==> src/hdl/spic_pkg.sv <==
// Shared types, widths, register indexes and duty helpers for the speed PI controller.
`default_nettype none

package spic_pkg;

    // field and datapath widths
    localparam int REV_W      = 10;
    localparam int GAIN_W     = 20;
    localparam int TARGET_W   = 24;
    localparam int DUTY_W     = 17;
    localparam int WIN_W      = 7;
    localparam int SPEED_W    = 30;
    localparam int SUM_W      = 36;
    localparam int DVD_W      = 37;
    localparam int ERR_W      = 32;
    localparam int AVG_OUT_W  = 31;
    localparam int PROD_W     = ERR_W + GAIN_W;
    localparam int SHIFT_W    = PROD_W - 16;
    localparam int ACC_W      = 38;
    localparam int WARM_W     = 5;
    localparam int CFG_IDX_W  = 3;
    localparam int CFG_DATA_W = 24;

    localparam logic [DUTY_W-1:0] DUTY_FULL = 17'd65536;

    // configuration register indexes
    localparam logic [CFG_IDX_W-1:0] REG_SPEED_SCALE  = 3'd0;
    localparam logic [CFG_IDX_W-1:0] REG_TARGET_SPEED = 3'd1;
    localparam logic [CFG_IDX_W-1:0] REG_PROP_GAIN    = 3'd2;
    localparam logic [CFG_IDX_W-1:0] REG_INTEG_GAIN   = 3'd3;
    localparam logic [CFG_IDX_W-1:0] REG_DUTY_HIGH    = 3'd4;
    localparam logic [CFG_IDX_W-1:0] REG_DUTY_LOW     = 3'd5;
    localparam logic [CFG_IDX_W-1:0] REG_AVG_WINDOW   = 3'd6;
    localparam logic [CFG_IDX_W-1:0] REG_WARMUP_DUTY  = 3'd7;

    // status of a serial arithmetic unit
    typedef struct packed {
        logic busy;
        logic done;
    } unit_stat_t;

    // limit a duty register to full scale
    function automatic logic [DUTY_W-1:0] sat_duty(input logic [DUTY_W-1:0] v);
        logic [DUTY_W-1:0] r;
        r = (v > DUTY_FULL) ? DUTY_FULL : v;
        return r;
    endfunction

    // upper clamp first, then lower clamp
    function automatic logic [DUTY_W-1:0] clamp_duty(input logic signed [ACC_W-1:0] v,
                                                     input logic [DUTY_W-1:0] hi,
                                                     input logic [DUTY_W-1:0] lo);
        logic signed [ACC_W-1:0] hi_s;
        logic signed [ACC_W-1:0] lo_s;
        logic [DUTY_W-1:0]       r;
        hi_s = $signed({{(ACC_W-DUTY_W){1'b0}}, hi});
        lo_s = $signed({{(ACC_W-DUTY_W){1'b0}}, lo});
        if (v > hi_s)
            r = hi;
        else if (v < lo_s)
            r = lo;
        else
            r = v[DUTY_W-1:0];
        return r;
    endfunction

endpackage

`default_nettype wire

==> src/hdl/spic_mul.sv <==
// Serial shift-add multiplier: signed multiplicand, unsigned multiplier, one bit per cycle.
`default_nettype none

module spic_mul #(
    parameter int AW = 32,
    parameter int BW = 20
) (
    input  logic                     clk,
    input  logic                     rst_n,
    input  logic                     start,
    input  logic signed [AW-1:0]     a,
    input  logic        [BW-1:0]     b,
    output logic signed [AW+BW-1:0]  product,
    output spic_pkg::unit_stat_t     stat
);

    localparam int PW = AW + BW;
    localparam int CW = $clog2(BW + 1);

    logic [PW-1:0] acc_reg, acc_next;
    logic [PW-1:0] mcand_reg, mcand_next;
    logic [BW-1:0] mplier_reg, mplier_next;
    logic [CW-1:0] cnt_reg, cnt_next;
    logic          done_reg, done_next;

    // load operands, then add one shifted partial product per cycle
    always_comb
    begin
        acc_next    = acc_reg;
        mcand_next  = mcand_reg;
        mplier_next = mplier_reg;
        cnt_next    = cnt_reg;
        done_next   = 1'b0;
        if (start)
        begin
            acc_next    = '0;
            mcand_next  = PW'(a);
            mplier_next = b;
            cnt_next    = CW'(BW);
        end
        else if (cnt_reg != '0)
        begin
            if (mplier_reg[0])
                acc_next = acc_reg + mcand_reg;
            mcand_next  = mcand_reg << 1;
            mplier_next = mplier_reg >> 1;
            cnt_next    = cnt_reg - 1'b1;
            done_next   = (cnt_reg == CW'(1));
        end
    end

    // control
    always_ff @(posedge clk or negedge rst_n)
    begin
        if (!rst_n)
        begin
            cnt_reg  <= '0;
            done_reg <= 1'b0;
        end
        else
        begin
            cnt_reg  <= cnt_next;
            done_reg <= done_next;
        end
    end

    // datapath
    always_ff @(posedge clk)
    begin
        acc_reg    <= acc_next;
        mcand_reg  <= mcand_next;
        mplier_reg <= mplier_next;
    end

    assign product   = $signed(acc_reg);
    assign stat.busy = (cnt_reg != '0);
    assign stat.done = done_reg;

endmodule

`default_nettype wire

==> src/hdl/spic_div.sv <==
// Serial restoring divider by the averaging window, one quotient bit per cycle.
`default_nettype none

module spic_div #(
    parameter int DW = 37
) (
    input  logic                         clk,
    input  logic                         rst_n,
    input  logic                         start,
    input  logic [DW-1:0]                dividend,
    input  logic [spic_pkg::WIN_W-1:0]   divisor,
    output logic [DW-1:0]                quotient,
    output spic_pkg::unit_stat_t         stat
);

    localparam int VW = spic_pkg::WIN_W;
    localparam int CW = $clog2(DW + 1);

    logic [DW-1:0] dvd_reg, dvd_next;
    logic [VW-1:0] rem_reg, rem_next;
    logic [VW-1:0] dsr_reg, dsr_next;
    logic [CW-1:0] cnt_reg, cnt_next;
    logic          done_reg, done_next;
    logic [VW:0]   trial;
    logic [VW:0]   diff;
    logic          fits;

    // bring down one dividend bit, subtract where the divisor fits
    always_comb
    begin
        trial       = {rem_reg, dvd_reg[DW-1]};
        diff        = trial - {1'b0, dsr_reg};
        fits        = (trial >= {1'b0, dsr_reg});
        dvd_next    = dvd_reg;
        rem_next    = rem_reg;
        dsr_next    = dsr_reg;
        cnt_next    = cnt_reg;
        done_next   = 1'b0;
        if (start)
        begin
            dvd_next = dividend;
            rem_next = '0;
            dsr_next = divisor;
            cnt_next = CW'(DW);
        end
        else if (cnt_reg != '0)
        begin
            rem_next  = fits ? diff[VW-1:0] : trial[VW-1:0];
            dvd_next  = {dvd_reg[DW-2:0], fits};
            cnt_next  = cnt_reg - 1'b1;
            done_next = (cnt_reg == CW'(1));
        end
    end

    // control
    always_ff @(posedge clk or negedge rst_n)
    begin
        if (!rst_n)
        begin
            cnt_reg  <= '0;
            done_reg <= 1'b0;
        end
        else
        begin
            cnt_reg  <= cnt_next;
            done_reg <= done_next;
        end
    end

    // datapath
    always_ff @(posedge clk)
    begin
        dvd_reg <= dvd_next;
        rem_reg <= rem_next;
        dsr_reg <= dsr_next;
    end

    assign quotient  = dvd_reg;
    assign stat.busy = (cnt_reg != '0);
    assign stat.done = done_reg;

endmodule

`default_nettype wire

==> src/hdl/speed_pi_controller_with_averaging.sv <==
// Top level: tick sequencer, averaging state, PI law and output register.
// Usage:
//   Input channel (in_valid / in_stall, rev_count) takes one control tick word:
//   the hall edges counted since the last tick. A tick whose speed is zero
//   (no edges, or a zero speed scale) is taken and dropped with no result.
//   Output channel (out_valid / out_stall) gives one word per active tick:
//   duty_cycle, avg_speed, speed_error and in_warmup.
//   Configuration: write cfg_data to register cfg_index while cfg_we is high;
//   write only while no tick is in flight.
// Datapath:
//   The speed product runs on a serial multiplier, the window division on
//   serial dividers, and the two gain products on serial multipliers. A
//   tick's result shows as the sequencer returns to idle, so the next tick
//   may be taken while that result is shown. A fill tick skips the
//   division.
// Reset and stall:
//   Reset restores the register defaults, clears the average and the integral
//   and restarts the fill and warm-up counts. One result register holds a
//   finished word while out_stall is high; the next tick may be taken and
//   worked meanwhile, and waits at the end until the register is free.
`default_nettype none

module speed_pi_controller_with_averaging #(
    parameter int WARMUP_LIMIT = 25,
    parameter int MAX_WINDOW   = 64
) (
    input  logic                                 clk,
    input  logic                                 rst_n,
    input  logic                                 in_valid,
    output logic                                 in_stall,
    input  logic [spic_pkg::REV_W-1:0]           rev_count,
    output logic                                 out_valid,
    input  logic                                 out_stall,
    output logic [spic_pkg::DUTY_W-1:0]          duty_cycle,
    output logic [spic_pkg::AVG_OUT_W-1:0]       avg_speed,
    output logic signed [spic_pkg::ERR_W-1:0]    speed_error,
    output logic                                 in_warmup,
    input  logic                                 cfg_we,
    input  logic [spic_pkg::CFG_IDX_W-1:0]       cfg_index,
    input  logic [spic_pkg::CFG_DATA_W-1:0]      cfg_data
);

    localparam int DUTY_W  = spic_pkg::DUTY_W;
    localparam int GAIN_W  = spic_pkg::GAIN_W;
    localparam int WIN_W   = spic_pkg::WIN_W;
    localparam int SPEED_W = spic_pkg::SPEED_W;
    localparam int SUM_W   = spic_pkg::SUM_W;
    localparam int DVD_W   = spic_pkg::DVD_W;
    localparam int ERR_W   = spic_pkg::ERR_W;
    localparam int PROD_W  = spic_pkg::PROD_W;
    localparam int SHIFT_W = spic_pkg::SHIFT_W;
    localparam int ACC_W   = spic_pkg::ACC_W;
    localparam int WARM_W  = spic_pkg::WARM_W;
    localparam int SPD_AW  = GAIN_W + 1;
    localparam int SPD_PW  = SPD_AW + spic_pkg::REV_W;

    localparam logic [2:0] S_IDLE = 3'd0;
    localparam logic [2:0] S_MUL  = 3'd1;
    localparam logic [2:0] S_DIV  = 3'd2;
    localparam logic [2:0] S_ERR  = 3'd3;
    localparam logic [2:0] S_PI   = 3'd4;
    localparam logic [2:0] S_DUTY = 3'd5;
    localparam logic [2:0] S_OUT  = 3'd6;

    // configuration registers
    logic [GAIN_W-1:0]             speed_scale_reg;
    logic [spic_pkg::TARGET_W-1:0] target_speed_reg;
    logic [GAIN_W-1:0]             prop_gain_reg;
    logic [GAIN_W-1:0]             integ_gain_reg;
    logic [DUTY_W-1:0]             duty_high_reg;
    logic [DUTY_W-1:0]             duty_low_reg;
    logic [WIN_W-1:0]              avg_window_reg;
    logic [DUTY_W-1:0]             warmup_duty_reg;

    // sequencer and controller state
    logic [2:0]                state_reg, state_next;
    logic [WIN_W-1:0]          sample_count_reg, sample_count_next;
    logic [SUM_W-1:0]          speed_sum_reg, speed_sum_next;
    logic [SPEED_W-1:0]        speed_avg_reg, speed_avg_next;
    logic [DUTY_W-1:0]         integral_reg, integral_next;
    logic [WARM_W-1:0]         warmup_reg, warmup_next;
    logic                      exp_reg, exp_next;
    logic signed [ERR_W-1:0]   err_reg, err_next;
    logic signed [SHIFT_W-1:0] prop_reg, prop_next;
    logic [DUTY_W-1:0]         duty_reg, duty_next;
    logic                      warm_reg, warm_next;

    // output register
    logic                      out_valid_reg, out_valid_next;
    logic [DUTY_W-1:0]         duty_out_reg, duty_out_next;
    logic [spic_pkg::AVG_OUT_W-1:0] avg_out_reg, avg_out_next;
    logic signed [ERR_W-1:0]   err_out_reg, err_out_next;
    logic                      warm_out_reg, warm_out_next;

    // unit hookup
    logic                      spd_start;
    logic signed [SPD_PW-1:0]  spd_prod;
    spic_pkg::unit_stat_t      spd_stat;
    logic                      div_a_start, div_b_start;
    logic [DVD_W-1:0]          div_a_dvd, div_a_quo;
    logic [SPEED_W-1:0]        div_b_dvd, div_b_quo;
    spic_pkg::unit_stat_t      div_a_stat, div_b_stat;
    logic                      gain_start;
    logic signed [ERR_W-1:0]   err_c;
    logic signed [PROD_W-1:0]  prop_prod, integ_prod;
    spic_pkg::unit_stat_t      prop_stat, integ_stat;

    // combinational helpers
    logic                      in_accept;
    logic                      zero_tick;
    logic                      out_free;
    logic [WIN_W-1:0]          win_c;
    logic [SPEED_W-1:0]        speed_c;
    logic [DUTY_W-1:0]         hi_c, lo_c;
    logic signed [ACC_W-1:0]   integ_sum, duty_sum;

    spic_mul #(.AW(SPD_AW), .BW(spic_pkg::REV_W)) u_spd_mul (
        .clk     (clk),
        .rst_n   (rst_n),
        .start   (spd_start),
        .a       ($signed({1'b0, speed_scale_reg})),
        .b       (rev_count),
        .product (spd_prod),
        .stat    (spd_stat)
    );

    spic_div #(.DW(DVD_W)) u_div_a (
        .clk      (clk),
        .rst_n    (rst_n),
        .start    (div_a_start),
        .dividend (div_a_dvd),
        .divisor  (win_c),
        .quotient (div_a_quo),
        .stat     (div_a_stat)
    );

    spic_div #(.DW(SPEED_W)) u_div_b (
        .clk      (clk),
        .rst_n    (rst_n),
        .start    (div_b_start),
        .dividend (div_b_dvd),
        .divisor  (win_c),
        .quotient (div_b_quo),
        .stat     (div_b_stat)
    );

    spic_mul #(.AW(ERR_W), .BW(GAIN_W)) u_prop_mul (
        .clk     (clk),
        .rst_n   (rst_n),
        .start   (gain_start),
        .a       (err_c),
        .b       (prop_gain_reg),
        .product (prop_prod),
        .stat    (prop_stat)
    );

    spic_mul #(.AW(ERR_W), .BW(GAIN_W)) u_integ_mul (
        .clk     (clk),
        .rst_n   (rst_n),
        .start   (gain_start),
        .a       (err_c),
        .b       (integ_gain_reg),
        .product (integ_prod),
        .stat    (integ_stat)
    );

    // decode handshakes and limits
    assign in_stall  = (state_reg != S_IDLE);
    assign in_accept = in_valid && (state_reg == S_IDLE);
    assign zero_tick = (rev_count == '0) || (speed_scale_reg == '0);
    assign out_free  = !out_valid_reg || !out_stall;
    assign speed_c   = spd_prod[SPEED_W-1:0];
    assign hi_c      = spic_pkg::sat_duty(duty_high_reg);
    assign lo_c      = spic_pkg::sat_duty(duty_low_reg);
    assign err_c     = $signed({{(ERR_W-spic_pkg::TARGET_W){1'b0}}, target_speed_reg})
                     - $signed({{(ERR_W-SPEED_W){1'b0}}, speed_avg_reg});
    assign integ_sum = ACC_W'($signed(integ_prod[PROD_W-1:16]))
                     + $signed({{(ACC_W-DUTY_W){1'b0}}, integral_reg});
    assign duty_sum  = ACC_W'(prop_reg)
                     + $signed({{(ACC_W-DUTY_W){1'b0}}, integral_reg});

    always_comb
    begin
        if (avg_window_reg == '0)
            win_c = WIN_W'(1);
        else if (avg_window_reg > WIN_W'(MAX_WINDOW))
            win_c = WIN_W'(MAX_WINDOW);
        else
            win_c = avg_window_reg;
    end

    // sequence one tick through the serial units
    always_comb
    begin
        state_next        = state_reg;
        sample_count_next = sample_count_reg;
        speed_sum_next    = speed_sum_reg;
        speed_avg_next    = speed_avg_reg;
        integral_next     = integral_reg;
        warmup_next       = warmup_reg;
        exp_next          = exp_reg;
        err_next          = err_reg;
        prop_next         = prop_reg;
        duty_next         = duty_reg;
        warm_next         = warm_reg;
        out_valid_next    = out_valid_reg && out_stall;
        duty_out_next     = duty_out_reg;
        avg_out_next      = avg_out_reg;
        err_out_next      = err_out_reg;
        warm_out_next     = warm_out_reg;
        spd_start         = 1'b0;
        div_a_start       = 1'b0;
        div_b_start       = 1'b0;
        div_a_dvd         = DVD_W'(speed_c);
        div_b_dvd         = speed_avg_reg;
        gain_start        = 1'b0;

        unique case (state_reg)
            S_IDLE:
            begin
                // drop a zero-speed tick
                if (in_accept && !zero_tick)
                begin
                    spd_start  = 1'b1;
                    state_next = S_MUL;
                end
            end
            S_MUL:
            begin
                if (spd_stat.done)
                begin
                    if (sample_count_reg < win_c)
                    begin
                        speed_sum_next    = speed_sum_reg + SUM_W'(speed_c);
                        speed_avg_next    = speed_c;
                        sample_count_next = sample_count_reg + 1'b1;
                        state_next        = S_ERR;
                    end
                    else if (sample_count_reg == win_c)
                    begin
                        div_a_dvd         = DVD_W'(speed_sum_reg) + DVD_W'(speed_c);
                        div_a_start       = 1'b1;
                        exp_next          = 1'b0;
                        sample_count_next = sample_count_reg + 1'b1;
                        state_next        = S_DIV;
                    end
                    else
                    begin
                        div_a_start = 1'b1;
                        div_b_start = 1'b1;
                        exp_next    = 1'b1;
                        state_next  = S_DIV;
                    end
                end
            end
            S_DIV:
            begin
                if (!div_a_stat.busy && !div_b_stat.busy)
                begin
                    if (exp_reg)
                        speed_avg_next = SPEED_W'(({1'b0, speed_avg_reg}
                                                  + {1'b0, div_a_quo[SPEED_W-1:0]})
                                                  - {1'b0, div_b_quo});
                    else
                        speed_avg_next = div_a_quo[SPEED_W-1:0];
                    state_next = S_ERR;
                end
            end
            S_ERR:
            begin
                err_next   = err_c;
                gain_start = 1'b1;
                state_next = S_PI;
            end
            S_PI:
            begin
                // both gain products finish together
                if (prop_stat.done)
                begin
                    integral_next = spic_pkg::clamp_duty(integ_sum, hi_c, lo_c);
                    prop_next     = prop_prod[PROD_W-1:16];
                    state_next    = S_DUTY;
                end
            end
            S_DUTY:
            begin
                duty_next = spic_pkg::clamp_duty(duty_sum, hi_c, lo_c);
                warm_next = 1'b0;
                if (warmup_reg < WARM_W'(WARMUP_LIMIT))
                begin
                    duty_next   = spic_pkg::sat_duty(warmup_duty_reg);
                    warmup_next = warmup_reg + 1'b1;
                    warm_next   = 1'b1;
                end
                state_next = S_OUT;
            end
            S_OUT:
            begin
                // hold until the result register is free
                if (out_free)
                begin
                    out_valid_next = 1'b1;
                    duty_out_next  = duty_reg;
                    avg_out_next   = {1'b0, speed_avg_reg};
                    err_out_next   = err_reg;
                    warm_out_next  = warm_reg;
                    state_next     = S_IDLE;
                end
            end
            default:
            begin
                state_next = S_IDLE;
            end
        endcase
    end

    // configuration writes
    always_ff @(posedge clk or negedge rst_n)
    begin
        if (!rst_n)
        begin
            speed_scale_reg  <= GAIN_W'(74348);
            target_speed_reg <= spic_pkg::TARGET_W'(98304);
            prop_gain_reg    <= GAIN_W'(13107);
            integ_gain_reg   <= GAIN_W'(655);
            duty_high_reg    <= DUTY_W'(19661);
            duty_low_reg     <= '0;
            avg_window_reg   <= WIN_W'(10);
            warmup_duty_reg  <= DUTY_W'(4588);
        end
        else if (cfg_we)
        begin
            unique case (cfg_index)
                spic_pkg::REG_SPEED_SCALE:  speed_scale_reg  <= cfg_data[GAIN_W-1:0];
                spic_pkg::REG_TARGET_SPEED: target_speed_reg <= cfg_data;
                spic_pkg::REG_PROP_GAIN:    prop_gain_reg    <= cfg_data[GAIN_W-1:0];
                spic_pkg::REG_INTEG_GAIN:   integ_gain_reg   <= cfg_data[GAIN_W-1:0];
                spic_pkg::REG_DUTY_HIGH:    duty_high_reg    <= cfg_data[DUTY_W-1:0];
                spic_pkg::REG_DUTY_LOW:     duty_low_reg     <= cfg_data[DUTY_W-1:0];
                spic_pkg::REG_AVG_WINDOW:   avg_window_reg   <= cfg_data[WIN_W-1:0];
                spic_pkg::REG_WARMUP_DUTY:  warmup_duty_reg  <= cfg_data[DUTY_W-1:0];
                default:                    avg_window_reg   <= avg_window_reg;
            endcase
        end
    end

    // control and controller state
    always_ff @(posedge clk or negedge rst_n)
    begin
        if (!rst_n)
        begin
            state_reg        <= S_IDLE;
            sample_count_reg <= WIN_W'(1);
            speed_sum_reg    <= '0;
            speed_avg_reg    <= '0;
            integral_reg     <= '0;
            warmup_reg       <= WARM_W'(1);
            out_valid_reg    <= 1'b0;
        end
        else
        begin
            state_reg        <= state_next;
            sample_count_reg <= sample_count_next;
            speed_sum_reg    <= speed_sum_next;
            speed_avg_reg    <= speed_avg_next;
            integral_reg     <= integral_next;
            warmup_reg       <= warmup_next;
            out_valid_reg    <= out_valid_next;
        end
    end

    // per-tick payload
    always_ff @(posedge clk)
    begin
        exp_reg      <= exp_next;
        err_reg      <= err_next;
        prop_reg     <= prop_next;
        duty_reg     <= duty_next;
        warm_reg     <= warm_next;
        duty_out_reg <= duty_out_next;
        avg_out_reg  <= avg_out_next;
        err_out_reg  <= err_out_next;
        warm_out_reg <= warm_out_next;
    end

    assign out_valid   = out_valid_reg;
    assign duty_cycle  = duty_out_reg;
    assign avg_speed   = avg_out_reg;
    assign speed_error = err_out_reg;
    assign in_warmup   = warm_out_reg;

endmodule

`default_nettype wire

==> config.mk <==
export PLATFORM = sky130hd
export DESIGN_NAME = speed_pi_controller_with_averaging
export DESIGN_NICKNAME = d
export VERILOG_FILES = /design/src/hdl/spic_pkg.sv /design/src/hdl/spic_mul.sv /design/src/hdl/spic_div.sv /design/src/hdl/speed_pi_controller_with_averaging.sv
export SDC_FILE = /design/constraint.sdc
export NUM_CORES = 2
export LEC_CHECK = 0
export ABC_AREA = 1
export BUFFER_PORTS_ARGS = -buffer_cell sky130_fd_sc_hd__buf_2
export CAP_MARGIN = 20
export CORE_AREA = 2 2 365 367
export CTS_CLUSTER_SIZE = 24
export DETAILED_ROUTE_END_ITERATION = 16
export DIE_AREA = 0 0 367 369
export REMOVE_ABC_BUFFERS = 1
export SYNTH_ARGS = -nofsm -noshare
export SYNTH_HDL_FRONTEND = slang
export SYNTH_HIERARCHICAL = 1
export SYNTH_SLANG_ARGS = --single-unit
export TNS_END_PERCENT = 10
==> constraint.sdc <==
create_clock -name clk -period 7.4 [get_ports clk]
set_clock_uncertainty 0.05 [all_clocks]
set_input_delay 0.37 -clock clk [delete_from_list [all_inputs] [get_ports clk]]
set_output_delay 0.37 -clock clk [all_outputs]
set_load 0.02 [all_outputs]
==> metrics.yaml <==
placement:
  preCtsSetupSlack_ns: 2.87
  dpl.hpwl_um: 153000
  io_buffers: 123
  gp_congestion: 1.02
routing:
  wl_per_cell_um: 19.4
  post_drt_via_cell_ratio: 5.21
  wirelength_um: 197000
  route.detailed.drc: 0
  ant_nets: 0
  drt-initial-drc-count: 4277
  vias: 52954
  firstDrtPassIters: 6
logic_synthesis:
  synth_cells: 8201
  ys_warn_count: 6
  syn_avg_cell_area_um2: 7.11
  mappedNetlistArea_um2: 58300
worst_setup_path:
  rrSetupSlack_ns: 2.72
  crit_family: "simple AND/OR/NAND/NOR gates"
  cp_max_fo: 17
  crit_path_start: "integral_reg[0]"
  crit_chain: "ha_1 > inv_1 > fa_1 > inv_1 > nand3_1 > nand2_2 > nand2_1 > nand2_1 > xor2_1 > ha_1 > a21oi_1 > o21a_1 > o21ai_0 > a21oi_1 > nand3_1 > nor2_1 > nand3_2 > nand2_2 > inv_1 > nand2_1 > nand3_1 > nand2_1 > nand2_1"
  r2r_cells: 23
  regToRegEndpoint: "duty_reg[1]"
  startpoint_type: "flop"
  crit_type: "flop to flop"
  cp.required_ns: 7.84
  max_stage_delay_ns: 0.47
  crit_top_cell: "nand2_1"
  path_buf_inv: 3
  worst_setup_path_end_kind: "flop"
  crit_cells: 23
  cp.arrival_ns: 5.12
  cpMaxStageDelayCell: "xor2_1"
  critPathCapture: "duty_reg[1]"
  timing.rr.start: "integral_reg[0]"
outcome:
  status: "completed"
sta:
  postLayoutSetupSlackWorst_ns: 2.72
  post-route-period-util: 0.633
  hold_viol: 0
  worst_pin_slew_ns: 1.05
  fmax_ghz: 0.214
  drv_slew: 0
  rsz0062_at_grt: "no"
  relSlewSlack: 0.300
  setup_viol_count_final: 0
  period_minus_slack_ns: 4.68
clocking:
  clkLatencyLatePin_ns: 0.78
  htreeDepth: 3
  clkSinkCount: 846
  cts_tree: "yes"
  root_buffer: "clkbuf_16"
  postCtsSetupBuffers: 0
  cts_max_path_buffers: 3
  cts_buffers: 98
  clk_pin_slew_ns: 0.06
floorplanning:
  num_io_pins: 125
  die_h_um: 369
  core_um2: 131000
  fp.dieW_um: 367
  fp.dieArea_um2: 135000
  start_util: 0.445
  rows: 133
global_routing:
  antenna_found_initial: 9
  grt_pass1_vias: 49998
  globalRoute.totalOverflow: 0
  grt_util_all_layers: 0.287
  grt_pass1_wl_um: 299000
  grt_max_degree: 93
pwr:
  finalPower_mw: 34.9
  p_per_area_nw_per_um2: 540
  p_leak_nw: 33.4
  peakVddDrop_uv: 283
layout:
  syn_to_final_growth_pct: 10.8
  nets: 8761
  drive_gt1_frac: 0.0734
min_path:
  hp-class: "primary input to async pin"
flow_run:
  drv_cap: 0
## where the power goes
group	leakage, nW	internal [mW]	switching (mW)	total, mW
combinational	22.9	6.90	14.1	21.0
sequential	8.88	7.20	1.61	8.81
clock	1.64	2.91	2.17	5.08
total	33.4	17.0	17.9	34.9
## repair_timing
item                      CTS  global route
gates resized for setup     0             0
hold buffers               34             0
hold endpoints to repair  117             0
## worst min-delay path by stage
stage,startpoint,end,cells past startpoint
after detailed placement,err_reg[27],speed_error[27],0
after CTS,rst_n,out_valid,2
after floorplan,rst_n,avg_window_reg[0],0
after global placement,err_reg[27],speed_error[27],0
final,rst_n,out_valid,2
after global routing,rst_n,out_valid,2
## final cells by class
cell class	instances	area, um2
Clock inverter	57	694
Clock buffer	128	2680
Multi-Input combinational cell	5853	30000
Fill cell	13254	66500
Timing Repair Buffer	216	1490
Inverter	1316	4940
Sequential cell	846	22600
Antenna cell	1	2.50
Tap cell	1755	2200
## placed cells by master, fill, tap and decap left out, types with 21 or more instances in the layout
master	count
o21bai_1	34
nand3_1	403
nor2_2	51
dfstp_2	42
nand2_1	2818
clkinv_2	22
buf_4	54
o21ai_0	372
fa_1	38
dlygate4sd3_1	34
or2_2	23
clkbuf_1	23
nor2_1	749
nand2_2	40
inv_1	1269
a21oi_1	348
buf_2	122
nand3b_1	23
nand4_1	112
a22oi_1	21
xnor2_1	59
ha_1	350
dfxtp_1	148
nand3_2	21
inv_2	41
edfxtp_1	430
dfrtp_1	226
xor2_1	119
clkbuf_16	102
nor3_1	52
## metrics by stage
stage               instances  setup TNS (ns)  hold WS, ns  cell area, um2   util
global placement         9948               0        0.353           60800  0.464
CTS                     10168               0        0.141           64600  0.492
floorplan                8015        -3709.90       0.0244           57500      -
detailed placement       9949               0        0.355           60800  0.464
finish                  10172               0        0.129           64600  0.493
global route            10171               0        0.163           64600  0.493
## layer usage
layer / wire length (um) / global-route usage
met1: 85800 / 0.374
met2: 90500 / 0.473
met3: 9870 / 0.0338
met4: 10700 / 0.138
met5: 54 / 0
Note: power is estimated with default switching activity, not from simulation.
